$ cat src/rtl/grid_path_exists_dfs_unit_defines.svh
// ----------------------------------------------------------------------------
// grid path unit assertion macros
// shared check templates, clocked on clk and disabled during rst
// ----------------------------------------------------------------------------
`ifndef GRID_PATH_EXISTS_DFS_UNIT_DEFINES_SVH
`define GRID_PATH_EXISTS_DFS_UNIT_DEFINES_SVH

// same-cycle implication
`define GPD_ASSERT_IMP(name, pre, post, msg) \
  name: assert property (@(posedge clk) disable iff (rst) (pre) |-> (post)) \
    else $error(msg);

// next-cycle implication
`define GPD_ASSERT_NEXT(name, pre, post, msg) \
  name: assert property (@(posedge clk) disable iff (rst) (pre) |=> (post)) \
    else $error(msg);

`endif

$ cat src/rtl/gpd_pkg.sv
// ----------------------------------------------------------------------------
// gpd_pkg
// shared types and constants of the grid path search unit
// ----------------------------------------------------------------------------
package gpd_pkg;

  localparam int CNT_W     = 7;
  localparam int POS_W     = 6;
  localparam int REG_IDX_W = 3;

  localparam logic [REG_IDX_W-1:0] REG_ROW_COUNT = 3'd0;
  localparam logic [REG_IDX_W-1:0] REG_COL_COUNT = 3'd1;
  localparam logic [REG_IDX_W-1:0] REG_START_ROW = 3'd2;
  localparam logic [REG_IDX_W-1:0] REG_START_COL = 3'd3;
  localparam logic [REG_IDX_W-1:0] REG_GOAL_ROW  = 3'd4;
  localparam logic [REG_IDX_W-1:0] REG_GOAL_COL  = 3'd5;

  typedef enum logic [1:0] {
    DIR_N = 2'd0,
    DIR_E = 2'd1,
    DIR_S = 2'd2,
    DIR_W = 2'd3
  } dir_t;

  typedef struct packed {
    logic accept;
    logic last;
    logic div_start;
    logic clr_step;
    logic seed;
    logic issue;
    dir_t dir;
    logic pop;
    logic fetch;
    logic res_load;
    logic res_found;
  } gpd_cmd_t;

  typedef struct packed {
    logic cols_wr;
    logic div_busy;
    logic clr_last;
    logic start_goal;
    logic take;
    logic nb_goal;
    logic stack_empty;
    logic top_goal;
    logic out_busy;
  } gpd_status_t;

endpackage

$ cat src/rtl/gpd_ctrl.sv
// ----------------------------------------------------------------------------
// gpd_ctrl
// sequencer for grid load, remap, visited clear, depth-first search and
// result handoff
// ----------------------------------------------------------------------------
module gpd_ctrl (
  input  logic                 clk,
  input  logic                 rst,
  input  logic                 in_valid,
  input  logic                 in_last,
  output logic                 in_ready,
  output gpd_pkg::gpd_cmd_t    cmd,
  input  gpd_pkg::gpd_status_t st
);
  import gpd_pkg::*;

  typedef enum logic [7:0] {
    S_LOAD  = 8'b0000_0001,
    S_REMAP = 8'b0000_0010,
    S_CLEAR = 8'b0000_0100,
    S_SEED  = 8'b0000_1000,
    S_SCAN  = 8'b0001_0000,
    S_POP   = 8'b0010_0000,
    S_FETCH = 8'b0100_0000,
    S_DONE  = 8'b1000_0000
  } state_t;

  state_t state;
  state_t state_next;
  dir_t   dir;
  dir_t   dir_next;
  logic   found;
  logic   found_next;

  always_ff @(posedge clk) begin
    if (rst) begin
      state <= S_LOAD;
      dir   <= DIR_N;
      found <= 1'b0;
    end else begin
      state <= state_next;
      dir   <= dir_next;
      found <= found_next;
    end
  end

  always_comb begin
    state_next    = state;
    dir_next      = dir;
    found_next    = found;
    in_ready      = 1'b0;
    cmd           = '0;
    cmd.dir       = dir;
    cmd.res_found = found;
    case (state)
      S_LOAD: begin
        in_ready = !st.cols_wr;
        if (st.cols_wr) begin
          cmd.div_start = 1'b1;
          state_next    = S_REMAP;
        end else if (in_valid) begin
          cmd.accept = 1'b1;
          cmd.last   = in_last;
          if (in_last) begin
            state_next = S_CLEAR;
          end
        end
      end
      S_REMAP: begin
        if (st.cols_wr) begin
          cmd.div_start = 1'b1;
        end else if (!st.div_busy) begin
          state_next = S_LOAD;
        end
      end
      S_CLEAR: begin
        cmd.clr_step = 1'b1;
        if (st.clr_last) begin
          state_next = S_SEED;
        end
      end
      S_SEED: begin
        cmd.seed = 1'b1;
        dir_next = DIR_N;
        if (st.start_goal) begin
          found_next = 1'b1;
          state_next = S_DONE;
        end else begin
          state_next = S_SCAN;
        end
      end
      S_SCAN: begin
        cmd.issue = 1'b1;
        dir_next  = dir_t'(dir + 2'd1);
        if (dir == DIR_W) begin
          state_next = S_POP;
        end
      end
      S_POP: begin
        cmd.pop = 1'b1;
        if (st.take) begin
          dir_next = DIR_N;
          if (st.nb_goal) begin
            found_next = 1'b1;
            state_next = S_DONE;
          end else begin
            state_next = S_SCAN;
          end
        end else if (st.stack_empty) begin
          found_next = 1'b0;
          state_next = S_DONE;
        end else begin
          state_next = S_FETCH;
        end
      end
      S_FETCH: begin
        cmd.fetch = 1'b1;
        dir_next  = DIR_N;
        if (st.top_goal) begin
          found_next = 1'b1;
          state_next = S_DONE;
        end else begin
          state_next = S_SCAN;
        end
      end
      S_DONE: begin
        if (!st.out_busy) begin
          cmd.res_load = 1'b1;
          state_next   = S_LOAD;
        end
      end
      default: state_next = S_LOAD;
    endcase
  end

endmodule

$ cat config.mk
export PLATFORM = sky130hd
export DESIGN_NAME = gpd_ctrl
export DESIGN_NICKNAME = d
export VERILOG_FILES = /design/src/rtl/grid_path_exists_dfs_unit_defines.svh /design/src/rtl/gpd_pkg.sv /design/src/rtl/gpd_ctrl.sv
export SDC_FILE = /design/constraint.sdc
export NUM_CORES = 1
export LEC_CHECK = 0
export ABC_AREA = 0
export ABC_CLOCK_PERIOD_IN_PS = 2300
export BUFFER_PORTS_ARGS = -buffer_cell sky130_fd_sc_hd__buf_4
export CAP_MARGIN = 10
export CORE_ASPECT_RATIO = 0.75
export CORE_MARGIN = 10
export CORE_UTILIZATION = 40
export DETAILED_ROUTE_END_ITERATION = 7
export GPL_TIMING_DRIVEN = 0
export PLACE_DENSITY = 0.66
export REMOVE_ABC_BUFFERS = 1
export SLEW_MARGIN = 20
export SYNTH_ARGS = -nofsm -noshare
export SYNTH_HDL_FRONTEND = slang
export SYNTH_SLANG_ARGS = --single-unit
$ cat constraint.sdc
create_clock -name clk -period 2.3 [get_ports clk]
set_input_delay 0.345 -clock clk [delete_from_list [all_inputs] [get_ports clk]]
set_output_delay 0.345 -clock clk [all_outputs]
set_load 0.02 [all_outputs]
[After elaboration in Yosys (flattened, before gate mapping)]
Index checks and enable logic that the tools add are counted.
Cells by class
  add/sub/neg operators: 1
  eq/ne operators: 21
  multiplexer cells: 35
  reductions and logical operators: 8
Operators with widths (count)
  8-bit 2-to-1 mux: 13
  8-bit one-hot mux with 8 select lines: 1
  2-bit inequality test, second input constant: 8
  1-bit 2-to-1 mux: 15
  3-bit inequality test, second input constant: 4
  8-bit by 1-bit equality test with 1-bit output, second input constant: 1
  8-bit by 2-bit equality test with 1-bit output, second input constant: 1
  8-bit by 3-bit equality test with 1-bit output, second input constant: 1
  8-bit by 4-bit equality test with 1-bit output, second input constant: 1
  8-bit by 5-bit equality test with 1-bit output, second input constant: 1
  8-bit by 6-bit equality test with 1-bit output, second input constant: 1
  8-bit by 7-bit equality test with 1-bit output, second input constant: 1
  8-bit equality test, second input constant: 1
  2-bit 2-to-1 mux: 4
  7-bit AND reduction: 1
  2-bit one-hot mux with 3 select lines: 1
  3-bit nonzero test: 2
  5-bit AND reduction: 1
  2-bit OR reduction: 2
  1-bit one-hot mux with 3 select lines: 1
  2-bit by 1-bit adder with 2-bit output, second input constant: 1
  2-bit equality test, second input constant: 1
  2-bit AND reduction: 1
  1-bit logical NOT: 1
Storage, ports and cells
  bits in registers: 11
  input port bits: 13
  output and inout bits: 13
  logic and storage cells: 68

[Depth between registers and ports, before layout]
Gate-level depths: netlist of the first run.
  depth after elaboration: 4
  mapped depth: 6
  gate-level depth less buffers: 5

[Least setup slack after synthesis of the first run]
Ideal clock, no wire load.
  path kind: reg-to-output
  start: register state[4]
  end: output port cmd[10] (netlist bit)
  arrival time: 2231 ps
  data required time: 1955 ps
  slack: -276 ps
  stages on the path, launching flop included: 5
  path buffers: 0
  path through: dfxtp_1 > or4_1 > nor3_1 > nor3b_1 > and3_1
RTL lines
  start: declaration: line gpd_ctrl.sv:28  | state_t state;
  start signal: assignment: line gpd_ctrl.sv:41  | state <= state_next;
  end: declaration: line gpd_ctrl.sv:12  | output gpd_pkg::gpd_cmd_t cmd,

==> impl_metrics.json, run 1 <==
{
  "grtUsageMet3_pct": 3.63,
  "fmax_ghz": 0.444,
  "rsz0062_at_grt": "true",
  "clk_latency_ns": 0.26,
  "synth-seq-cells": 11,
  "cts.sinks": 11,
  "yosys.area.top_type": "dfxtp_1",
  "min_path_cells": 2,
  "seqCellArea_um2": 226,
  "syn-instance-count": 94,
  "cts_max_level": 1,
  "wl_per_cell_um": 14.5,
  "cts_inserted_buffers": 3,
  "design_area_mm2": 0.00101,
  "required_ns": 1.96,
  "multi_input_area_um2": 512,
  "hold_buffers": 0,
  "fp-row-count": 13,
  "hold_end": "state[6]$_SDFFE_PP0P_",
  "die_h_um": 57.0,
  "worstMarginPinSlew_ns": 0.547,
  "crit_path_start_kind": "flop",
  "grtUsageMet1_pct": 13.6,
  "finClkSkew_ns": 0.00250,
  "gp_congestion": 0.814,
  "place_area_um2": 925,
  "io_buffer_count": 25,
  "vias_per_cell": 5.57,
  "track_usage_pct": 10.3,
  "cts_root_buffer": "clkbuf_4",
  "cts_tree": "yes",
  "final.min_clock_period_ns": 2.25,
  "io_pins": 26,
  "grt_max_degree": 13,
  "yosysTopAreaCellShare_pct": 30.2,
  "antenna_found_initial": 0,
  "synth_cell_types": 38,
  "finalMaxSlewViolations": 0,
  "synth_edf_count": 0,
  "hold_viol_final": 0,
  "vias": 802,
  "synth_ff_type": "dfxtp_1",
  "layout_setup_ws_ns": 0.0459,
  "dp_cells": 137,
  "area_growth_syn_to_layout_pct": 38.4,
  "overflow": 0,
  "die_w_um": 69.3,
  "design.core.area_mm2": 0.00172,
  "rrSetupSlack_ns": 0.15,
  "top_usage_layer": "met2",
  "drtIter0Drc": 29,
  "antenna_left": 0,
  "drc_errors": 0,
  "holdCritStartpoint": "st[2]",
  "finalWirelength_um": 2080,
  "pre_cts_slack_ns": -0.143,
  "p_leak_nw": 0.431,
  "fin_tns_setup_ns": 0,
  "drive_gt1_share_pct": 37.7,
  "yosysSeqAreaShare_pct": 30.2,
  "dr.pass1.iters": 4,
  "cp_data_arrival_time_ns": 1.91,
  "setup_violations": 0,
  "initial_core_util_pct": 42.3,
  "criticalPathCategory": "flop to output pin",
  "maxCapViolCount": 0,
  "instances_no_fill": 144,
  "path_clk_slew_ns": 0.06,
  "r2r-start": "state[1]$_SDFFE_PP0P_",
  "final_nets": 137,
  "hpwl_um": 1590,
  "grt_pass1_wl_um": 3490,
  "first_global_vias": 735,
  "fin_crit_sh_pct": 98.0,
  "peakVddDrop_uv": 379,
  "ff2ff_path_depth": 5,
  "critPathLaunch": "state[7]$_SDFFE_PP0P_",
  "die-area_mm2": 0.00395,
  "num_antenna_cells": 0,
  "avgSynthCellArea_um2": 7.76,
  "end_kind": "output pin",
  "synth_area_leaders": "dfxtp_1 30%, nand2b_1 6.0%, nor2_1 5.7%, nor3_1 4.8%, nor4b_1 4.8%",
  "hp-class": "primary input to flop",
  "synth_area_um2": 729,
  "nFillCells": 173,
  "cp_max_fo": 6,
  "r2r_end": "state[0]$_SDFFE_PP1P_",
  "yosysWarnings": 0,
  "maxSlewHeadroom_pct": 63.2,
  "grtUsageMet2_pct": 15.0,
  "powerDensity_mw_per_mm2": 523,
  "cts_buffer_depth": 2,
  "outcome": "finished clean",
  "synthArstFlopShare_pct": 0
}
[registers in the layout, summed over array words and instances (netlist names)]
| name | count |
|---|---|
| state | 8 |
| dir | 2 |
| found | 1 |
[cells by family (layout without fill, tap and decap cells)]
family	count (synthesis)	after routing	share of synthesized area [%]
buffers and inverters	6	34	3.77
flip-flops	11	11	30.2
adder cells (fa/ha/maj)	1	1	1.71
AND/OR/NAND/NOR	56	56	44.8
XOR/XNOR	1	1	1.20
AO/OA/AOI/OAI	19	19	18.4
[stage by stage]
step,utilization (%),hold slack (ns),power (mW)
6_report,58.6,0.267,0.528
5_1_grt,58.6,0.268,0.562
2_1_floorplan,-,0.414,0.316
3_5_place_dp,53.6,0.464,0.376
3_3_place_gp,53.6,0.460,0.373
4_1_cts,58.0,0.256,0.526
[placed cells by master, fill, tap and decap left out, types with 3 or more instances in the layout]
cell type,n
nand2_1,5
dfxtp_1,6
dfxtp_2,5
buf_4,28
nor2_1,11
nor4_1,5
a21oi_1,6
nand2b_1,7
nor4b_1,4
clkbuf_4,3
nor3_1,6
[synthesized netlist by cell type, types with 2 or more instances]
master    number
and3_1         2
clkbuf_1       2
nand2_1        5
or4_1          2
nor4b_1        4
or2_2          2
dfxtp_1       11
nand3_1        2
nand2b_1       7
a21oi_1        6
a211oi_1       2
inv_1          2
nor4_1         5
nor3b_1        2
nor3_1         7
nor2_1        11
[timing repair]
| item | in CTS | in global routing |
|---|---|---|
| endpoints found under the setup margin | 4 | 3 |
| setup buffers | 2 | 1 |
| resized for setup | 9 | 3 |
| pin swaps | 2 | 2 |
[power breakdown]
part	switching (mW)	leakage [nW]	internal, mW	total, mW
Sequential	0.0241	0.0907	0.203	0.227
Clock	0.0592	0.0150	0.0670	0.126
Combinational	0.0848	0.325	0.0902	0.175
[area by class of cell]
| class | count | share of cell area [%] |
|---|---|---|
| Tap cell | 22 | 2.73 |
| Inverter | 2 | 0.743 |
| Timing Repair Buffer | 28 | 20.8 |
| Sequential cell | 11 | 22.4 |
| Clock buffer | 4 | 2.60 |
| Multi-Input combinational cell | 77 | 50.7 |
[worst max path at each step]
stage | cells after the start | slack (ns) | end
after floorplan | 4 | -0.28 | cmd[10]
after global placement | 5 | -0.09 | cmd[10]
after detailed placement | 5 | -0.14 | cmd[10]
after CTS | 5 | -0.02 | cmd[10]
after global routing | 5 | -0.02 | cmd[10]
final | 5 | 0.05 | cmd[10]
[metal layers]
metal  part of all wire [%]  routed length [µm]  vias to the layer above
li1                       -                   -                      405
met1                     49                1020                      371
met2                     45                 937                       24
met3                    5.7                 119                        2
met4                   0.48                  10                        0
met5                      0                   0                        -
[critical path, stage by stage (launching register included)]
cell	delay, ns
dfxtp_2	0.34
or4_4	0.56
nor3_4	0.15
nor3b_4	0.26
and3_1	0.19
buf_4	0.14
Power figures use the tool's default switching activity.
==> run 2: changes to the inputs <==
--- a/config.mk
+++ b/config.mk
@@ -6,7 +6,7 @@
 export NUM_CORES = 1
 export LEC_CHECK = 0
 export ABC_AREA = 0
-export ABC_CLOCK_PERIOD_IN_PS = 2300
+export ABC_CLOCK_PERIOD_IN_PS = 2000
 export BUFFER_PORTS_ARGS = -buffer_cell sky130_fd_sc_hd__buf_4
 export CAP_MARGIN = 10
 export CORE_ASPECT_RATIO = 0.75
@@ -14,7 +14,7 @@
 export CORE_UTILIZATION = 40
 export DETAILED_ROUTE_END_ITERATION = 7
 export GPL_TIMING_DRIVEN = 0
-export PLACE_DENSITY = 0.66
+export PLACE_DENSITY = 0.68
 export REMOVE_ABC_BUFFERS = 1
 export SLEW_MARGIN = 20
 export SYNTH_ARGS = -nofsm -noshare
==> constraint.sdc (replaced) <==
create_clock -name clk -period 2 [get_ports clk]
set_input_delay 0.3 -clock clk [delete_from_list [all_inputs] [get_ports clk]]
set_output_delay 0.3 -clock clk [all_outputs]
set_load 0.02 [all_outputs]
==> impl_metrics.json, run 2 (same netlist as run 1, synthesis figures left out) <==
{
  "violations": "setup timing",
  "seqPwrFrac_pct": 36.7,
  "ff2ff_path_depth": 5,
  "dr.pass1.iters": 4,
  "powerDensity_mw_per_mm2": 548,
  "p_comb_share_pct": 41.8,
  "largest_registers": "state (8), dir (2), found (1)",
  "r2r_end": "state[0]$_SDFFE_PP1P_",
  "cts_inserted_buffers": 3,
  "cts_tree": "yes",
  "end_kind": "output pin",
  "top_register": "state",
  "r2r-start": "state[2]$_SDFFE_PP0P_",
  "power_switching_mw": 0.222,
  "place_area_um2": 925,
  "wl_per_cell_um": 16.5,
  "instances_no_fill": 159,
  "grt_pass1_wl_um": 3970,
  "p_sw_share_pct": 32.9,
  "cts_root_buffer": "clkbuf_4",
  "vias": 919,
  "rrSetupSlack_ns": -0.03,
  "peakVddDrop_uv": 397,
  "finalMaxSlewViolations": 0,
  "design.core.area_mm2": 0.00172,
  "criticalPathCategory": "flop to output pin",
  "track_usage_pct": 11.7,
  "io_buffer_count": 25,
  "cp_max_fo": 4,
  "vias_per_cell": 5.78,
  "worstMarginPinSlew_ns": 0.406,
  "hold_viol_final": 0,
  "dp_cells": 137,
  "io_pins": 26,
  "num_antenna_cells": 0,
  "design_power_total_mw": 0.673,
  "die_h_um": 57.0,
  "p_leak_nw": 0.520,
  "largest_reg_flops": 8,
  "finalWirelength_um": 2630,
  "maxSlewHeadroom_pct": 72.7,
  "overflow": 0,
  "hold_end": "state[6]$_SDFFE_PP0P_",
  "layout_setup_ws_ns": -0.203,
  "cp_data_arrival_time_ns": 1.90,
  "cts_buffer_depth": 2,
  "intPower_mw": 0.452,
  "clkPwrFrac_pct": 21.5,
  "layout_commonest_cell": "buf_4",
  "die_w_um": 69.3,
  "cts.sinks": 11,
  "drive_gt1_share_pct": 51.1,
  "first_global_vias": 896,
  "outcome": "finished with violations",
  "grt_max_degree": 12,
  "hp-class": "primary input to flop",
  "fin_hold_ws_ns": 0.227,
  "path_clk_slew_ns": 0.06,
  "setup_violations": 8,
  "crit_path_start_kind": "flop",
  "initial_core_util_pct": 42.3,
  "fin_crit_sh_pct": 110,
  "finClkSkew_ns": 0.00121,
  "drtIter0Drc": 53,
  "die-area_mm2": 0.00395,
  "fp-row-count": 13,
  "drc_errors": 0,
  "fmax_ghz": 0.454,
  "area_growth_syn_to_layout_pct": 68.6,
  "rsz0062_at_grt": "true",
  "antenna_left": 0,
  "hpwl_um": 1620,
  "required_ns": 1.70,
  "maxCapViolCount": 0,
  "clk_latency_ns": 0.26,
  "final.min_clock_period_ns": 2.20,
  "design_area_mm2": 0.00123,
  "layout_common_cells": "32 x buf_4, 11 x buf_6, 9 x nor2_1, 7 x nand2b_1, 6 x a21oi_1",
  "holdCritStartpoint": "st[2]",
  "final_nets": 152,
  "gp_congestion": 0.773,
  "antenna_found_initial": 0,
  "cts_max_level": 1,
  "min_path_cells": 2
}
-- run 2: changes by cell type in the layout (fill, tap and decap cells not counted), sizes merged --
cell / before / now
buf: 28 / 43
-- run 2: area by class of cell --
class | instances | area [µm²]
flip-flops and latches | 11 | 235
well taps | 22 | 27.5
repair buffers | 43 | 364
multi-input cells | 77 | 567
clock buffers | 4 | 26.3
fillers | 150 | 494
inverters | 2 | 10.0
-- run 2: metrics by stage --
stage	utilization [%]	setup TNS, ns	worst slack, ns
2_1_floorplan	-	-1.85	-0.531
3_3_place_gp	53.6	-1.25	-0.343
3_5_place_dp	53.6	-1.35	-0.357
4_1_cts	65.5	-0.933	-0.213
5_1_grt	71.3	-1.57	-0.312
6_report	71.3	-0.955	-0.203
-- run 2: metal layers --
metal	vias to the layer above	routed length, µm	share of wire (%)	track usage [%]
li1	440	-	-	-
met1	427	1110	42	13.6
met2	44	1260	48	19.0
met3	8	214	8.1	3.97
met4	0	46	1.8	5.44
met5	-	0	0	0
-- run 2: critical path: stages (launching register included) --
cell and delay [ns]:
dfxtp_2 0.33, or4_4 0.56, nor3_4 0.15, nor3b_4 0.27, and3_4 0.22, buf_6 0.11
-- run 2: what timing repair did --
item | in CTS | in global routing
resized for setup | 23 | 17
setup buffers | 14 | 4
pin swaps | 9 | 9
endpoints found under the setup margin | 13 | 13
gates cloned | 0 | 0
hold buffers | 0 | 0
-- run 2: power by group through the flow --
stage | registers [mW] | logic, mW | clock network, mW
final | 0.247 | 0.281 | 0.145
after CTS | 0.246 | 0.244 | 0.152
after detailed placement | 0.260 | 0.172 | 0
after floorplan | 0.252 | 0.111 | 0
after global routing | 0.248 | 0.302 | 0.164
after global placement | 0.258 | 0.170 | 0
-- run 2: how the worst max path moves through the flow --
stage                               start  endpoint  slack, ns
global route        state[7]$_SDFFE_PP0P_   cmd[10]      -0.31
floorplan           state[4]$_SDFFE_PP0P_   cmd[10]      -0.53
detailed placement  state[4]$_SDFFE_PP0P_   cmd[10]      -0.36
finish              state[7]$_SDFFE_PP0P_   cmd[10]      -0.20
CTS                 state[7]$_SDFFE_PP0P_   cmd[10]      -0.21
global placement    state[4]$_SDFFE_PP0P_   cmd[10]      -0.34
==> run 3: changes to the inputs <==
--- a/config.mk
+++ b/config.mk
@@ -9,12 +9,14 @@
 export ABC_CLOCK_PERIOD_IN_PS = 2000
 export BUFFER_PORTS_ARGS = -buffer_cell sky130_fd_sc_hd__buf_4
 export CAP_MARGIN = 10
+export CELL_PAD_IN_SITES_DETAIL_PLACEMENT = 0
+export CELL_PAD_IN_SITES_GLOBAL_PLACEMENT = 2
 export CORE_ASPECT_RATIO = 0.75
 export CORE_MARGIN = 10
-export CORE_UTILIZATION = 40
+export CORE_UTILIZATION = 23
 export DETAILED_ROUTE_END_ITERATION = 7
 export GPL_TIMING_DRIVEN = 0
-export PLACE_DENSITY = 0.68
+export PLACE_DENSITY = 0.71
 export REMOVE_ABC_BUFFERS = 1
 export SLEW_MARGIN = 20
 export SYNTH_ARGS = -nofsm -noshare
==> impl_metrics.json, run 3 (same netlist as run 1, synthesis figures left out) <==
{
  "powerDensity_mw_per_mm2": 584,
  "fin_tns_setup_ns": -0.472,
  "cp_slowest_cell": "or4_4",
  "clk_latency_ns": 0.23,
  "die-area_mm2": 0.00585,
  "required_ns": 1.70,
  "clkPwrFrac_pct": 28.8,
  "hold_buffers": 0,
  "antenna_left": 0,
  "seqCellArea_um2": 236,
  "min_path_cells": 2,
  "cp.buffers_inverters": 1,
  "ff2ff_path_depth": 5,
  "hpwl_um": 1730,
  "rrSetupSlack_ns": 0,
  "area_growth_syn_to_layout_pct": 73.4,
  "cts_inserted_buffers": 3,
  "worstMarginPinSlew_ns": 0.410,
  "io_pins": 26,
  "cp_data_arrival_time_ns": 1.84,
  "largest_reg_flops": 8,
  "hp-class": "primary input to flop",
  "final.min_clock_period_ns": 2.14,
  "cts_buffer_depth": 2,
  "fin_hold_ws_ns": 0.266,
  "largest_registers": "state (8), dir (2), found (1)",
  "layout_common_cells": "36 x buf_4, 10 x nor2_1, 7 x nand2b_1, 7 x buf_6",
  "drtIter0Drc": 46,
  "design.core.area_mm2": 0.00300,
  "p_sw_share_pct": 29.8,
  "setup_violations": 6,
  "p_leak_nw": 0.520,
  "dp_cells": 153,
  "multi_input_area_um2": 577,
  "cp_top_family": "simple AND/OR/NAND/NOR gates",
  "r2r_end": "state[0]$_SDFFE_PP1P_",
  "finalMaxSlewViolations": 0,
  "peakVddDrop_uv": 368,
  "final_nets": 152,
  "cts.sinks": 11,
  "maxSlewHeadroom_pct": 72.3,
  "top_register": "state",
  "rsz0062_at_grt": "true",
  "fmax_ghz": 0.468,
  "criticalPathCategory": "flop to output pin",
  "vias_per_cell": 4.94,
  "first_global_vias": 820,
  "maxCapViolCount": 0,
  "track_usage_pct": 7.93,
  "cts_root_buffer": "clkbuf_8",
  "path_clk_slew_ns": 0.05,
  "initial_core_util_pct": 24.3,
  "antenna_found_initial": 0,
  "worstPathCellList": "or4_4, nor3_4, nor3b_4, and3_4, buf_6",
  "layout_setup_ws_ns": -0.137,
  "crit_path_start_kind": "flop",
  "r2r-start": "state[2]$_SDFFE_PP0P_",
  "drc_errors": 0,
  "cp_slowest_stage_delay_ns": 0.55,
  "cts_tree": "yes",
  "critPathLaunch": "state[7]$_SDFFE_PP0P_",
  "fin_crit_sh_pct": 107,
  "violations": "setup timing",
  "vias": 864,
  "dr.pass1.iters": 4,
  "hold_end": "state[6]$_SDFFE_PP0P_",
  "wl_per_cell_um": 13.7,
  "seqPwrFrac_pct": 33.4,
  "num_antenna_cells": 0,
  "power_switching_mw": 0.220,
  "finalWirelength_um": 2400,
  "nFillCells": 303,
  "end_kind": "output pin",
  "io_buffer_count": 25,
  "die_h_um": 68.8,
  "gp_congestion": 0.726,
  "fp-row-count": 17,
  "overflow": 0,
  "instances_no_fill": 175,
  "die_w_um": 85.0,
  "fin_util_pct": 42.2,
  "grt_max_degree": 12,
  "p_comb_share_pct": 37.8,
  "drive_gt1_share_pct": 51.1,
  "intPower_mw": 0.518,
  "layout_commonest_cell": "buf_4",
  "outcome": "finished with violations",
  "cp_max_fo": 4,
  "holdCritStartpoint": "st[2]",
  "cts_max_level": 1,
  "finClkSkew_ns": 0.000615,
  "grt_pass1_wl_um": 3800,
  "hold_viol_final": 0
}
==> run 3: cell counts in the layout (fill, tap and decap cells not counted) <==
Identical to the previous run, type by type.
==> run 3: cell type report <==
class                           instances  area share, %
Clock buffer                            4           3.56
Inverter                                2          0.791
Multi-Input combinational cell         77           45.6
Sequential cell                        11           18.7
Tap cell                               38           3.76
Timing Repair Buffer                   43           27.6
==> run 3: what timing repair did <==
action                                  4_1_cts  5_1_grt
setup buffers                                11        7
endpoints found under the setup margin       16       13
cloned                                        0        0
endpoints found under the hold margin         0        0
pin swaps                                     9        8
resized for setup                            19       18
==> run 3: power by group through the flow <==
stage	logic [mW]	clock network (mW)	registers (mW)
2_1_floorplan	0.111	0	0.252
3_3_place_gp	0.175	0	0.260
3_5_place_dp	0.175	0	0.260
4_1_cts	0.252	0.223	0.247
5_1_grt	0.303	0.234	0.247
6_report	0.279	0.213	0.247
==> run 3: per-layer routing <==
layer	global-route usage, %	wire length [µm]	vias up
li1	-	-	438
met1	10.3	1240	397
met2	12.0	992	27
met3	2.69	164	2
met4	2.66	6	0
met5	0	0	-
==> run 3: worst max path at each step <==
stage / endpoint / slack, ns / cells after the start
after floorplan: cmd[10] / -0.53 / 4
after global placement: cmd[10] / -0.44 / 5
after detailed placement: cmd[10] / -0.47 / 5
after CTS: cmd[10] / -0.21 / 5
after global routing: cmd[10] / -0.22 / 5
final: cmd[10] / -0.14 / 5
==> run 3: through the flow <==
| step | total power, mW | worst slack [ns] | area (µm²) |
|---|---|---|---|
| detailed placement | 0.435 | -0.468 | 945 |
| floorplan | 0.363 | -0.531 | 709 |
| finish | 0.739 | -0.137 | 1260 |
| global placement | 0.435 | -0.443 | 945 |
| global route | 0.785 | -0.220 | 1260 |
| CTS | 0.722 | -0.215 | 1130 |
